## config.mk

```make
export PLATFORM = sky130hd
export DESIGN_NAME = gbdo_adj_mem
export DESIGN_NICKNAME = d
export VERILOG_FILES = /design/src/design/gbdo_pkg.sv /design/src/design/gbdo_adj_mem.sv
export SDC_FILE = /design/constraint.sdc
export NUM_CORES = 2
export LEC_CHECK = 0
export BUFFER_PORTS_ARGS = -buffer_cell sky130_fd_sc_hd__buf_2
export CAP_MARGIN = 20
export CORE_UTILIZATION = 23
export DETAILED_ROUTE_END_ITERATION = 8
export PLACE_DENSITY = 0.38
export REMOVE_ABC_BUFFERS = 1
export SYNTH_ARGS = -nofsm -noshare
export SYNTH_HDL_FRONTEND = slang
export SYNTH_SLANG_ARGS = --single-unit
```

## constraint.sdc

```tcl
create_clock -name clock -period 7.9 [get_ports clock]
set_clock_uncertainty 0.05 [all_clocks]
set_input_delay 1.185 -clock clock [delete_from_list [all_inputs] [get_ports clock]]
set_output_delay 1.185 -clock clock [all_outputs]
set_load 0.02 [all_outputs]
```

## src/design/gbdo_pkg.sv

```systemverilog
package gbdo_pkg;

   localparam int VERTICES = 64;
   localparam int VTX_W    = $clog2(VERTICES);
   localparam int CNT_W    = $clog2(VERTICES + 1);

   typedef logic [VERTICES-1:0] row_type;
   typedef logic [VTX_W-1:0]    vertex_type;

   typedef enum logic [1:0] {
      CMD_ADD_EDGE = 2'd0,
      CMD_BFS      = 2'd1,
      CMD_DFS      = 2'd2,
      CMD_CLEAR    = 2'd3
   } command_type;

   typedef struct packed {
      logic       rd_en;
      logic       wr_en;
      logic       clear;
      vertex_type addr;
      row_type    wdata;
   } adj_req_type;

   function automatic vertex_type first_set(row_type bits);
      vertex_type idx;
      idx = '0;
      for (int i = VERTICES - 1; i >= 0; i--) begin
         if (bits[i]) begin
            idx = vertex_type'(i);
         end
      end
      return idx;
   endfunction

   function automatic row_type vertex_bit(vertex_type v);
      return row_type'(1) << v;
   endfunction

endpackage

```

## src/design/gbdo_adj_mem.sv

```systemverilog
module gbdo_adj_mem (
   input  logic                  clock,
   input  logic                  reset,
   input  gbdo_pkg::adj_req_type adj_req,
   output gbdo_pkg::row_type     rd_row
);
   import gbdo_pkg::*;

   row_type             adj_mem [VERTICES];
   logic [VERTICES-1:0] row_ok_ff;
   logic [VERTICES-1:0] row_ok_in;
   row_type             rd_data_ff;
   logic                rd_ok_ff;

   // A row that has not been written since the last clear reads as empty.
   always_comb begin
      row_ok_in = row_ok_ff;
      if (adj_req.clear) begin
         row_ok_in = '0;
      end else if (adj_req.wr_en) begin
         row_ok_in[adj_req.addr] = 1'b1;
      end
   end

   always_ff @(posedge clock) begin
      if (reset) begin
         row_ok_ff <= '0;
      end else begin
         row_ok_ff <= row_ok_in;
      end
   end

   always_ff @(posedge clock) begin
      if (adj_req.wr_en) begin
         adj_mem[adj_req.addr] <= adj_req.wdata;
      end
      if (adj_req.rd_en) begin
         rd_data_ff <= adj_mem[adj_req.addr];
         rd_ok_ff   <= row_ok_ff[adj_req.addr];
      end
   end

   assign rd_row = rd_ok_ff ? rd_data_ff : '0;

endmodule

```

==> PnR_summary.wiki <==
{| class="wikitable"
! Metric !! Value
|-
| Post-route non-filler standard cell count || 18,670
|-
| HP Class || in2reg
|-
| # placed instances || 17,810
|-
| Width of the die || 835.3 um
|-
| Setup Viol. Count Final || 0
|-
| Synthesized area || 159,700 sq um
|-
| CTS tree || yes
|-
| Quantity of I/O buffers inserted on ports || 138
|-
| Number of warning messages in the yosys log || 0
|-
| Required time of the critical path || 8.62 ns
|-
| Proportion of register bits with asynchronous set or reset after synthesis || 0%
|-
| Worst relative slew slack || 21.04%
|-
| Slew @ Worst Pin || 1.174 ns
|-
| Synthesis-to-finish area growth || 17.73%
|-
| Fraction of final layout cells with drive strength greater than 1 || 17.71%
|-
| Sum of overflow across all layers after global routing || 0
|-
| Gate count after technology mapping || 8,811
|-
| Total number of H-tree levels || 5
|-
| Most common library cell in the layout ignoring fill and taps || sky130_fd_sc_hd__edfxtp_1
|-
| IR Drop Worst-Case VDD || 0.1913 mV
|-
| Number of maximum-capacitance violations || 0
|-
| Clock tree root driver cell || sky130_fd_sc_hd__clkbuf_16
|-
| Main area contributors after synthesis || sky130_fd_sc_hd__edfxtp_1, sky130_fd_sc_hd__a221oi_1, sky130_fd_sc_hd__a22oi_1, sky130_fd_sc_hd__mux2_2, sky130_fd_sc_hd__o22ai_1
|-
| Post-Synthesis Mean Instance Area || 18.13 sq um
|-
| Total die area || 697,700 sq um
|-
| Estimated wirelength of the detail-placed design || 337,400 um
|-
| Count of instances resized after the clock tree is built || 0
|-
| Top cell type's share of synthesized area || 78.24%
|-
| Total negative slack for setup checks || 0 ns
|-
| Number of nets still failing antenna checks after routing || 0
|-
| Overall global routing resource usage || 17.17%
|-
| Class of the most critical setup path || in2reg
|-
| Count of filler cells inserted in the layout || 69,180
|-
| Place WS || 2.391 ns
|-
| Total number of placement rows || 305
|-
| WL per Instance || 33.46 um
|-
| Deepest clock path buffer count || 4
|-
| Setup ws final || 3.432 ns
|-
| Share of the clock period used by the worst path after layout || 56.56%
|-
| Power per unit of standard cell area || 256.3 nW/um^2
|-
| Worst Path Arrival || 5.18 ns
|-
| Synth Flop Type || sky130_fd_sc_hd__edfxtp_1
|-
| Initial core utilization || 23.12%
|-
| Final Routed Wirelength || 624,800 um
|-
| Hold Vio Cnt, Final || 0
|-
| Crit end category || flip-flop
|-
| First-pass DRT Iterations || 6
|-
| # Post-CTS Setup Buffers || 0
|-
| Final Critical Period || 4.468 ns
|-
| Flip-flop and latch count after synthesis || 4,225
|-
| Total Nets Final || 9,143
|-
| Via count || 93,370
|-
| CP max FO || 100
|-
| Max-slew violation count || 0
|-
| Maximum number of pins on one net before global-route repair || 119
|-
| Vias/cell || 5.000
|-
| Number of distinct library cells after synthesis || 62
|-
| Number of clock sinks || 4,225
|-
| Cell leakage power || 56.26 nW
|-
| Achievable frequency || 223.8 MHz
|-
| Number of global-route vias before repair || 92,730
|-
| Later-pin clock latency in the skew report || 1.11 ns
|-
| Most frequent cells in the layout || sky130_fd_sc_hd__edfxtp_1, sky130_fd_sc_hd__a221oi_1, sky130_fd_sc_hd__a22oi_1
|-
| Outcome || finished, final reports clean
|-
| Final Wtd Congestion || 0.7481
|-
| Number of antenna violations at the first check in global routing || 75
|-
| Clock slew at the register clock pins of the worst setup and hold paths || 0.06 ns
|-
| First-pass GRT wire length || 838,300 um
|-
| Height of the die || 835.3 um
|-
| Proportion of synthesized chip area in sequential cells || 79.04%
|-
| Most area-hungry cell type in the Yosys netlist || sky130_fd_sc_hd__edfxtp_1
|-
| Iteration-0 DRC count of the detailed router || 11,070
|-
| Core footprint || 690,700 sq um
|-
| RSZ-0062 raised after global routing || false
|-
| Post-route DRC || 0
|-
| Post-CTS Hold Fix Bufs || 0
|-
| Number of top-level design ports || 139
|-
| TritonCTS buffer count || 446
|-
| Number of flops mapped to enable cells by yosys || 4,161
|-
| Category of the worst setup path launch point || primary input
|}
[worst max-delay path, cell delays in order]
cell	delay, ns
sky130_fd_sc_hd__buf_8	0.35
sky130_fd_sc_hd__buf_4	0.61
sky130_fd_sc_hd__buf_4	0.41
sky130_fd_sc_hd__nor2b_4	0.06
sky130_fd_sc_hd__buf_4	0.29
sky130_fd_sc_hd__buf_12	0.28
sky130_fd_sc_hd__a22oi_1	0.95
sky130_fd_sc_hd__a22oi_1	0.12
sky130_fd_sc_hd__o21ai_0	0.30
sky130_fd_sc_hd__nand4_1	0.14
[worst paths after layout]
check	from	endpoint	slack (ns)	cells past startpoint
min	adj_req[62]	adj_mem[43][62]$_DFFE_PP_	0.36	1
min reg2reg	row_ok_ff[4]$_SDFFE_PP0P_	row_ok_ff[4]$_SDFFE_PP0P_	0.42	1
max reg2reg	adj_mem[5][6]$_DFFE_PP_	rd_data_ff[6]$_DFFE_PP_	5.44	5
max	adj_req[66]	rd_data_ff[53]$_DFFE_PP_	3.43	10
[state kept, by name (all words and copies together) (netlist names)]
name / flops
adj_mem: 4096
rd_data_ff: 64
row_ok_ff: 64
rd_ok_ff: 1
[power breakdown]
group / internal, mW / switching [mW]
logic: 0.706 / 1.96
registers: 24.8 / 0.0887
clock network: 11.6 / 9.05
total: 37.1 / 11.1
[logic make-up (layout without fill, tap and decap cells)]
family	Yosys count	after routing	share of synthesized area, %
flip-flops	4225	4225	79.04
AO/OA/AOI/OAI	2530	2530	11.84
AND/OR/NAND/NOR	771	771	2.804
buffers and inverters	710	1335	1.891
multiplexers	575	575	4.426
other	0	27	0
[cell usage after synthesis (65+ instances only)]
cell type and count:
sky130_fd_sc_hd__clkbuf_1 440, sky130_fd_sc_hd__o21a_1 65, sky130_fd_sc_hd__a221oi_1 793, sky130_fd_sc_hd__a22oi_1 736
sky130_fd_sc_hd__o22ai_1 341, sky130_fd_sc_hd__nand2_1 122, sky130_fd_sc_hd__mux2i_1 189, sky130_fd_sc_hd__mux4_2 71
sky130_fd_sc_hd__o21ai_0 120, sky130_fd_sc_hd__or3b_2 65, sky130_fd_sc_hd__and2_1 67, sky130_fd_sc_hd__nand3b_1 129
sky130_fd_sc_hd__mux2_2 312, sky130_fd_sc_hd__edfxtp_1 4161, sky130_fd_sc_hd__nand4_1 92, sky130_fd_sc_hd__a21oi_1 240
sky130_fd_sc_hd__buf_2 179, sky130_fd_sc_hd__nand3_1 67, sky130_fd_sc_hd__nor2_1 132
[metal layers]
layer | up-vias | GRT usage [%] | part of all wire, %
li1 | 37900 | - | -
met1 | 51060 | 24.07 | 44
met2 | 3612 | 28.04 | 47
met3 | 784 | 2.419 | 6.1
met4 | 12 | 4.250 | 2.7
met5 | - | 0 | 0.012
[layout make-up]
cell class                      instances  area, sq um  area share (%)
Sequential cell                      4225       126200           67.14
Tap cell                             9210        11520           6.129
Antenna cell                           27        67.56         0.03593
Multi-Input combinational cell       3876        31180           16.58
Timing Repair Buffer                  516         4964           2.640
Clock buffer                          563        11710           6.230
Inverter                                3        31.28         0.01664
Clock inverter                        253         2311           1.229
[metrics by stage]
step                      utilization (%)  hold WS, ns  total power, mW  area (sq um)
after floorplan                         -       0.3907            26.45        156700
after global placement              25.06       0.3960            28.04        173100
after detailed placement            25.11       0.4029            28.08        173400
after CTS                           27.14       0.4176            48.65        187500
after global routing                27.22       0.3127            49.55        188000
final                               27.22       0.3637            48.18        188000
No activity file was read; power rests on OpenSTA's default activity.
